--- src/hdl/xee_pkg.sv ---
`timescale 1ns / 1ps

package xee_pkg;

	// longest escaped run and the width of a byte index within a run
	localparam int MaxRun = 6;
	localparam int IdxW   = $clog2(MaxRun);

	typedef logic [7:0]      char_t;
	typedef logic [IdxW-1:0] idx_t;
	typedef logic [47:0]     run_text_t;

	// markup characters that get a named entity
	localparam char_t ChQuot = 8'h22;
	localparam char_t ChAmp  = 8'h26;
	localparam char_t ChApos = 8'h27;
	localparam char_t ChLt   = 8'h3c;
	localparam char_t ChGt   = 8'h3e;
	localparam char_t ChSemi = 8'h3b;

	// entity text, left aligned, zero padded to six bytes
	localparam run_text_t TxtQuot = "&quot;";
	localparam run_text_t TxtAmp  = {"&amp;", 8'h00};
	localparam run_text_t TxtApos = "&apos;";
	localparam run_text_t TxtLt   = {"&lt;", 16'h0000};
	localparam run_text_t TxtGt   = {"&gt;", 16'h0000};

	// byte values that must go out as a numeric entity
	function automatic logic is_ctrl(input char_t c);
		logic r;
		r = (c <= 8'h08) || (c == 8'h0b) || (c == 8'h0c) ||
			((c >= 8'h0e) && (c <= 8'h1f));
		return r;
	endfunction

	// lower-case hex digit
	function automatic char_t hex_digit(input logic [3:0] n);
		char_t r;
		if (n < 4'd10) begin
			r = 8'h30 + {4'h0, n};
		end else begin
			r = 8'h57 + {4'h0, n};
		end
		return r;
	endfunction

	// number of bytes in the escaped run of a character
	function automatic idx_t run_len(input char_t c);
		idx_t r;
		unique case (c)
			ChQuot:  r = idx_t'(6);
			ChAmp:   r = idx_t'(5);
			ChApos:  r = idx_t'(6);
			ChLt:    r = idx_t'(4);
			ChGt:    r = idx_t'(4);
			default: r = is_ctrl(c) ? idx_t'(6) : idx_t'(1);
		endcase
		return r;
	endfunction

	// byte i of a six-byte text
	function automatic char_t pick(input run_text_t s, input idx_t i);
		char_t r;
		unique case (i)
			idx_t'(0): r = s[47:40];
			idx_t'(1): r = s[39:32];
			idx_t'(2): r = s[31:24];
			idx_t'(3): r = s[23:16];
			idx_t'(4): r = s[15:8];
			idx_t'(5): r = s[7:0];
			default:   r = 8'h00;
		endcase
		return r;
	endfunction

endpackage

--- src/hdl/xee_in_if.sv ---
`timescale 1ns / 1ps

interface xee_in_if;
	import xee_pkg::*;

	logic  valid;
	logic  ready;
	char_t in_char;

	modport source (output valid, output in_char, input ready);
	modport sink (input valid, input in_char, output ready);
endinterface

--- src/hdl/xee_out_if.sv ---
`timescale 1ns / 1ps

interface xee_out_if;
	import xee_pkg::*;

	logic  valid;
	logic  ready;
	char_t out_char;
	logic  run_end;

	modport source (output valid, output out_char, output run_end, input ready);
	modport sink (input valid, input out_char, input run_end, output ready);
endinterface

--- src/hdl/xee_expand.sv ---
`timescale 1ns / 1ps

module xee_expand
	import xee_pkg::*;
(
	input  char_t chr,
	input  idx_t  idx,
	output char_t data,
	output logic  last
);

	run_text_t text;

	always_comb begin
		unique case (chr)
			ChQuot:  text = TxtQuot;
			ChAmp:   text = TxtAmp;
			ChApos:  text = TxtApos;
			ChLt:    text = TxtLt;
			ChGt:    text = TxtGt;
			default: text = {"&#x", hex_digit(chr[7:4]), hex_digit(chr[3:0]), ChSemi};
		endcase
	end

	// plain characters are a run of one byte, the character itself
	assign data = (run_len(chr) == idx_t'(1)) ? chr : pick(text, idx);
	assign last = (idx == (run_len(chr) - idx_t'(1)));

endmodule

--- src/hdl/xml_entity_escape_top.sv ---
`timescale 1ns / 1ps

// xml entity escaper
// rx: one raw character per item (in_char), valid/ready handshake
// tx: one escaped byte per item (out_char), run_end set on the last byte
//     of the run that belongs to one input character
// markup characters become named entities (4 to 6 bytes), control bytes
// become &#xHH; (6 bytes) except tab, LF and CR, every other character passes as one byte
// the first byte of a run passes through the input register and then the
//   output register before it shows on tx
// one tx item per cycle while tx.ready stays high; a character with an n-byte
//   run holds the input register until its last byte moves on, so plain text
//   moves at one character per cycle and an escaped character keeps rx.ready low for the rest of its run
// the limit is the single input register that walks the run byte by byte
// a stall on tx holds the output register; the input register then holds
//   too and rx.ready drops until the run moves on
// reset clears both valid flags; no item is lost or repeated across a stall

module xml_entity_escape_top
	import xee_pkg::*;
(
	input logic      clk,
	input logic      arst_n,
	xee_in_if.sink   rx,
	xee_out_if.source tx
);

	// input register: current character and position within its run
	char_t char_s1;
	idx_t  idx_s1;
	logic  valid_s1;

	// output register
	char_t out_char_s2;
	logic  run_end_s2;
	logic  valid_s2;

	char_t byte_c;
	logic  last_c;
	logic  advance;
	logic  rx_take;

	xee_expand u_expand (
		.chr  (char_s1),
		.idx  (idx_s1),
		.data (byte_c),
		.last (last_c)
	);

	// move one byte into the output register when it is free or draining
	assign advance = valid_s1 && (!valid_s2 || tx.ready);

	// take the next character when the input register is empty or while the last byte of this run moves on
	assign rx.ready = !valid_s1 || (advance && last_c);
	assign rx_take  = rx.valid && rx.ready;

	always_ff @(posedge clk or negedge arst_n) begin
		if (!arst_n) begin
			valid_s1 <= 1'b0;
			idx_s1   <= '0;
		end else if (rx_take) begin
			valid_s1 <= 1'b1;
			idx_s1   <= '0;
		end else if (advance) begin
			if (last_c) begin
				valid_s1 <= 1'b0;
				idx_s1   <= '0;
			end else begin
				idx_s1 <= idx_s1 + idx_t'(1);
			end
		end
	end

	always_ff @(posedge clk) begin
		if (rx_take) begin
			char_s1 <= rx.in_char;
		end
	end

	always_ff @(posedge clk or negedge arst_n) begin
		if (!arst_n) begin
			valid_s2 <= 1'b0;
		end else if (advance) begin
			valid_s2 <= 1'b1;
		end else if (tx.ready) begin
			valid_s2 <= 1'b0;
		end
	end

	always_ff @(posedge clk) begin
		if (advance) begin
			out_char_s2 <= byte_c;
			run_end_s2  <= last_c;
		end
	end

	assign tx.valid    = valid_s2;
	assign tx.out_char = out_char_s2;
	assign tx.run_end  = run_end_s2;

endmodule

--- src/flat_wrapper.sv ---
// flat-port wrapper written by rule: the top's interface ports become plain ports
module xml_entity_escape_top_flat import xee_pkg::*;
  (clk, arst_n, rx_valid, rx_in_char, rx_ready, tx_valid, tx_out_char, tx_run_end, tx_ready);
  xee_in_if rx_i ();
  xee_out_if tx_i ();
  input logic clk;
  input logic arst_n;
  input wire logic [$bits(rx_i.valid)-1:0] rx_valid;
  input wire logic [$bits(rx_i.in_char)-1:0] rx_in_char;
  output wire logic [$bits(rx_i.ready)-1:0] rx_ready;
  output wire logic [$bits(tx_i.valid)-1:0] tx_valid;
  output wire logic [$bits(tx_i.out_char)-1:0] tx_out_char;
  output wire logic [$bits(tx_i.run_end)-1:0] tx_run_end;
  input wire logic [$bits(tx_i.ready)-1:0] tx_ready;
  assign rx_i.valid = rx_valid;
  assign rx_i.in_char = rx_in_char;
  assign rx_ready = rx_i.ready;
  assign tx_valid = tx_i.valid;
  assign tx_out_char = tx_i.out_char;
  assign tx_run_end = tx_i.run_end;
  assign tx_i.ready = tx_ready;
  xml_entity_escape_top u_core (.clk(clk), .arst_n(arst_n), .rx(rx_i), .tx(tx_i));
endmodule
--- config.mk ---
export PLATFORM = sky130hd
export DESIGN_NAME = xml_entity_escape_top_flat
export DESIGN_NICKNAME = d
export VERILOG_FILES = /design/src/hdl/xee_pkg.sv /design/src/hdl/xee_in_if.sv /design/src/hdl/xee_out_if.sv /design/src/hdl/xee_expand.sv /design/src/hdl/xml_entity_escape_top.sv /design/src/flat_wrapper.sv
export SDC_FILE = /design/constraint.sdc
export NUM_CORES = 1
export LEC_CHECK = 0
export ABC_AREA = 1
export BUFFER_PORTS_ARGS = -buffer_cell sky130_fd_sc_hd__buf_2
export CAP_MARGIN = 5
export CORE_ASPECT_RATIO = 0.8
export CORE_MARGIN = 2
export CORE_UTILIZATION = 60
export DETAILED_ROUTE_END_ITERATION = 12
export MAX_ROUTING_LAYER = met4
export PLACE_DENSITY = 0.82
export SETUP_SLACK_MARGIN = 0.1
export SYNTH_ARGS = -nofsm -noshare
export SYNTH_HDL_FRONTEND = slang
export SYNTH_SLANG_ARGS = --single-unit
--- constraint.sdc ---
create_clock -name clk -period 9.3 [get_ports clk]
set_clock_uncertainty 0.15 [all_clocks]
set_input_delay 2.79 -clock clk [delete_from_list [all_inputs] [get_ports clk]]
set_output_delay 2.79 -clock clk [all_outputs]
set_load 0.01 [all_outputs]
# Yosys cells after proc, flatten, opt, wreduce, memory -nomap -nowiden
# Cells that the tools add are included.
word_totals:
  memories: 0
  latch_bits: 0
  ram_bits: 0
  ff_bits: 22
  romBits: 0
  elab_cells: 64
  inputBits: 12
classes:
  addsub: 6
  n_reduce_logical: 18
  magnitude_cmp: 5
  n_mul: 0
  eq_ne: 14
  shift: 0
  n_div: 0
  bitwise: 0
  mux: 15
op_table:
  columns: ["cell", "n"]
  rows:
  - ["case mux 39 bit (5 select lines)", 1]
  - ["case mux 8 bit (6 select lines)", 1]
  - ["== test 8 x 6 -> 1 bit, second input constant", 5]
  - ["two-way mux 8 bit", 3]
  - ["adder 7 x 4 -> 8 bit, first input constant", 2]
  - ["== test 8 x 4 -> 1 bit, second input constant", 2]
  - ["adder 6 x 4 -> 7 bit, first input constant", 2]
  - ["two-way mux 3 bit", 4]
  - ["case mux 3 bit (3 select lines)", 1]
  - ["greater-or-equal comparator 8 x 4 -> 1 bit, second input constant", 1]
  - ["<= comparator 8 x 4 -> 1 bit, second input constant", 1]
  - ["<= comparator 8 x 5 -> 1 bit, second input constant", 1]
  - ["< comparator 4 bit, second input constant", 2]
  - ["== test 3 x 1 -> 1 bit, second input constant", 2]
  - ["== test 3 x 2 -> 1 bit, second input constant", 2]
  - ["== test 3 bit, second input constant", 2]
  - ["nonzero test 2 bit", 3]
  - ["logical OR 1 bit", 5]
  - ["two-way mux 1 bit", 5]
  - ["logical AND 1 bit", 4]
  - ["OR reduction 2 bit", 2]
  - ["adder 3 x 1 -> 3 bit, second input constant", 1]
  - ["== test 3 bit", 1]
  - ["zero test 3 bit", 1]
  - ["3 further kinds", 4]

# Depth between registers and ports, before layout
logic_depth:
  ltp_word: 13
  depth_mapped: 19

# Cells and area by module
# A second synthesis with hierarchy kept.
unflattened:
  cells_unflattened: 256
  hier_area_um2: 1939.4
by_module_without_submodules:
  columns: ["mod", "n_inst", "seq_area_each_um2", "area_each_um2", "cells_each"]
  rows:
  - ["xee_expand", 1, 0.0, 1152.4, 206]
  - ["xml_entity_escape_top", 1, 635.6, 787.0, 50]

# Worst setup path after synthesis
# No wires, ideal clock.
synth_timing:
  kind: "input-to-output"
  start: "input tx_ready"
  end: "output rx_ready"
  setup_slack_ns: 3.265
  arrival_time_ns: 3.095
  n_path_buf: 0
  stages: 4
  required_ns: 6.360
  cell_sequence: "inv_1 > nand2_1 > nand3_2 > nand2_1"
synth_via:
  elab_chain_cells: 4
synth_rtl:
  columns: ["element", "line_no", "text"]
  rows:
  - ["from (decl)", "flat_wrapper.sv:14", "input wire logic [$bits(tx_i.ready)-1:0] tx_ready;"]
  - ["logical OR 1 bit", "xml_entity_escape_top.sv:51", "assign advance = valid_s1 && (!valid_s2 || tx.ready);"]
  - ["logical AND 1 bit", "xml_entity_escape_top.sv:51", null]
  - ["logical AND 1 bit", "xml_entity_escape_top.sv:54", "assign rx.ready = !valid_s1 || (advance && last_c);"]
  - ["logical OR 1 bit", "xml_entity_escape_top.sv:54", null]
  - ["to (decl)", "flat_wrapper.sv:10", "output wire logic [$bits(rx_i.ready)-1:0] rx_ready;"]
# No other way between the ends.

# Worst setup path in the final report
# Ends and elaborated chain as after synthesis.

==> impl_metrics.py <==
metrics = {
    "cts": {
        "clkLatencyLatePin_ps": 260,
        "post_cts_buffers": 0,
        "cts_tree": "done",
        "cts-resized-gates": 0,
        "cts_buffers": 3,
        "htree_levels": 1,
        "cts_hold_buf": 0,
        "clock_sinks": 22,
        "clk_pin_slew_ps": 80,
        "cts_buffer_depth": 2,
        "clockRootBuffer": "clkbuf_8",
    },
    "timing": {
        "setup_viol": 0,
        "worstMarginPinSlew_ps": 801,
        "rsz0062_at_grt": "no",
        "drv_slew": 0,
        "setup_slack_ps": 3060,
        "tns_ps": 0,
        "hold_viol": 0,
        "fin_crit_ps": 6240,
        "fmax_ghz": 0.160,
        "max_slew_margin": 0.466,
        "fin_crit_sh": 0.671,
    },
    "worst_hold_path": {
        "hold_class": "reg -> reg",
        "hold_depth": 2,
        "min_to": "u_core.tx.valid",
        "worstHoldStart": "u_core.tx.valid",
    },
    "floorplanning": {
        "coreArea_sq_mm": 0.00281,
        "die_area_sq_mm": 0.00347,
        "ios": 23,
        "fp.dieW_um": 65.4,
        "start_util": 0.643,
        "num_rows": 17,
        "fp.dieH_um": 53.1,
    },
    "worst_setup_path": {
        "ff2ff_path_depth": 16,
        "critical_path_class": "in -> out",
        "reg2reg_to": "u_core.char_s1[0]",
        "crit_path_end_kind": "output port",
        "cp-startpoint": "tx_ready",
        "crit_path_start_kind": "input port",
        "cp.required_ps": 6360,
        "rrSetupSlack_ps": 5530,
        "reg2reg_from": "u_core.char_s1[4]",
        "arrival_ps": 3300,
        "critical_path_peak_fanout": 3,
    },
    "synthesis": {
        "synth_enable_flop_cells": 17,
        "ys_seq_area_frac": 0.352,
        "yosys_warnings": 0,
        "synth_cell_types": 33,
        "syn-num-nets": 265,
        "synthFlopType": "edfxtp_1",
        "post-synth-top-count-cell": "nand2_1",
        "async_flop_share": 0.227,
        "synth_area_leader_cell": "edfxtp_1",
        "synthesis.instances": 237,
        "synth_common_cells": "nand2_1, inv_1, nand3_1",
        "synth-seq-cells": 22,
        "syn_area_sq_mm": 0.00181,
        "synth.avg_cell_area_sq_um": 7.62,
        "synth.top_cell.area_share": 0.283,
        "synth_area_leaders": "edfxtp_1, nand2_1, ha_1",
    },
    "pwr": {
        "combPwrFrac": 0.552,
        "leakage_uw": 0.000979,
        "p_total_uw": 581,
        "p_clk_frac": 0.105,
        "switchingPower_uw": 275,
        "powerDensity_mw_per_mm2": 293,
        "internal_power_uw": 307,
        "switching_share": 0.472,
        "power_frac_seq": 0.343,
        "vdd_drop_max_v": 0.000202,
    },
    "global_routing": {
        "grt_overflow": 0,
        "grt_max_degree": 13,
        "grt_pass1_vias": 1477,
        "grt.total_usage": 0.269,
        "grt_pass1_wl_um": 6840,
        "antenna_found_initial": 0,
    },
    "layout": {
        "area_growth_pct": 9.70,
        "fill_cells": 253,
        "seq_area_sq_um": 636,
        "diodes": 0,
        "layout-drive-gt1-share": 0.170,
        "final_nets": 288,
        "multi_input_comb_area_sq_mm": 0.00100,
        "final_util": 0.706,
    },
    "detailed_routing": {
        "wl_per_cell_um": 13.3,
        "drc_errors": 0,
        "antenna_left": 0,
        "num_vias": 1600,
        "dr.pass1.iters": 4,
        "via_per_inst": 5.39,
        "drtIter0Drc": 103,
        "finalWirelength_um": 3950,
    },
    "place": {
        "io_buffers": 22,
        "place_ws_ps": 3060,
        "dp_hpwl_um": 3110,
        "routabilityCongestion": 0.968,
    },
    "outcome": {
        "outcome": "finished, final reports clean",
    },
    "job": {
        "maxCapViolations": 0,
    },
}
==> flip-flops by register name, indices dropped and copies added, names as in the netlist <==
name and cells:
u_core.tx.out_char 8, u_core.tx.run_end 1, u_core.valid_s1 1, u_core.idx_s1 3
u_core.tx.valid 1, u_core.char_s1 8
==> power groups by stage <==
| stage | combinational [uW] | sequential [uW] | clock (uW) |
|---|---|---|---|
| after floorplan | 240 | 199 | 0 |
| after global placement | 311 | 201 | 0 |
| after detailed placement | 318 | 201 | 0 |
| after CTS | 320 | 199 | 62.6 |
| after global routing | 370 | 205 | 66.5 |
| final | 321 | 200 | 60.8 |
==> placed cells by master, fill, tap and decap left out, types with 7 or more instances in the layout <==
cell,netlist,routed
buf_2,1,22
o21ai_0,17,17
edfxtp_1,17,17
nand3_1,19,19
ha_1,16,16
nor2_1,17,17
o211ai_1,7,7
nand2_1,61,61
inv_1,35,35
==> cell families after synthesis <==
| family | after synthesis | share of synthesized area |
|---|---|---|
| xor+xnor | 4 | 0.0194 |
| flops | 22 | 0.352 |
| compound gates | 34 | 0.115 |
| simple gates | 120 | 0.311 |
| buf+inv | 41 | 0.0921 |
| fa+ha+maj | 16 | 0.111 |
==> per-layer routing <==
layer  share of wire  routed length (um)  track usage  vias up
li1                -                   -            -      818
met1            0.47                1860        0.372      716
met2            0.44                1730        0.422       58
met3           0.079                 311       0.0426        8
met4           0.014                  54       0.0625        0
met5               0                   0            -        -
==> stage by stage <==
| stage | instance area (sq um) | instances | hold WS [ps] |
|---|---|---|---|
| global placement | 1940 | 293 | 373 |
| CTS | 1980 | 297 | 403 |
| global route | 1980 | 297 | 426 |
| floorplan | 1810 | 237 | 417 |
| detailed placement | 1940 | 293 | 385 |
| finish | 1980 | 297 | 404 |
==> worst max-delay path, cell delays in order <==
cell and delay, ps:
buf_2 90, inv_1 40, nand2_1 80, nand3_2 90, nand2_1 60, buf_2 140
==> layout make-up <==
cell class	count	share of cell area
tap	38	0.0240
timing repair buffer	22	0.0556
inverter	37	0.0701
multi-input combinational	174	0.507
clock buffer	3	0.0208
sequential	22	0.321
clock inverter	1	0.00189
==> how the worst max path moves through the flow <==
stage	to	slack [ps]	cells after the start
floorplan	rx_ready	3270	4
global placement	rx_ready	3080	6
detailed placement	rx_ready	3060	6
CTS	rx_ready	3060	6
global route	rx_ready	2960	17
finish	rx_ready	3060	6
No activity file was read; power rests on OpenSTA's default activity.
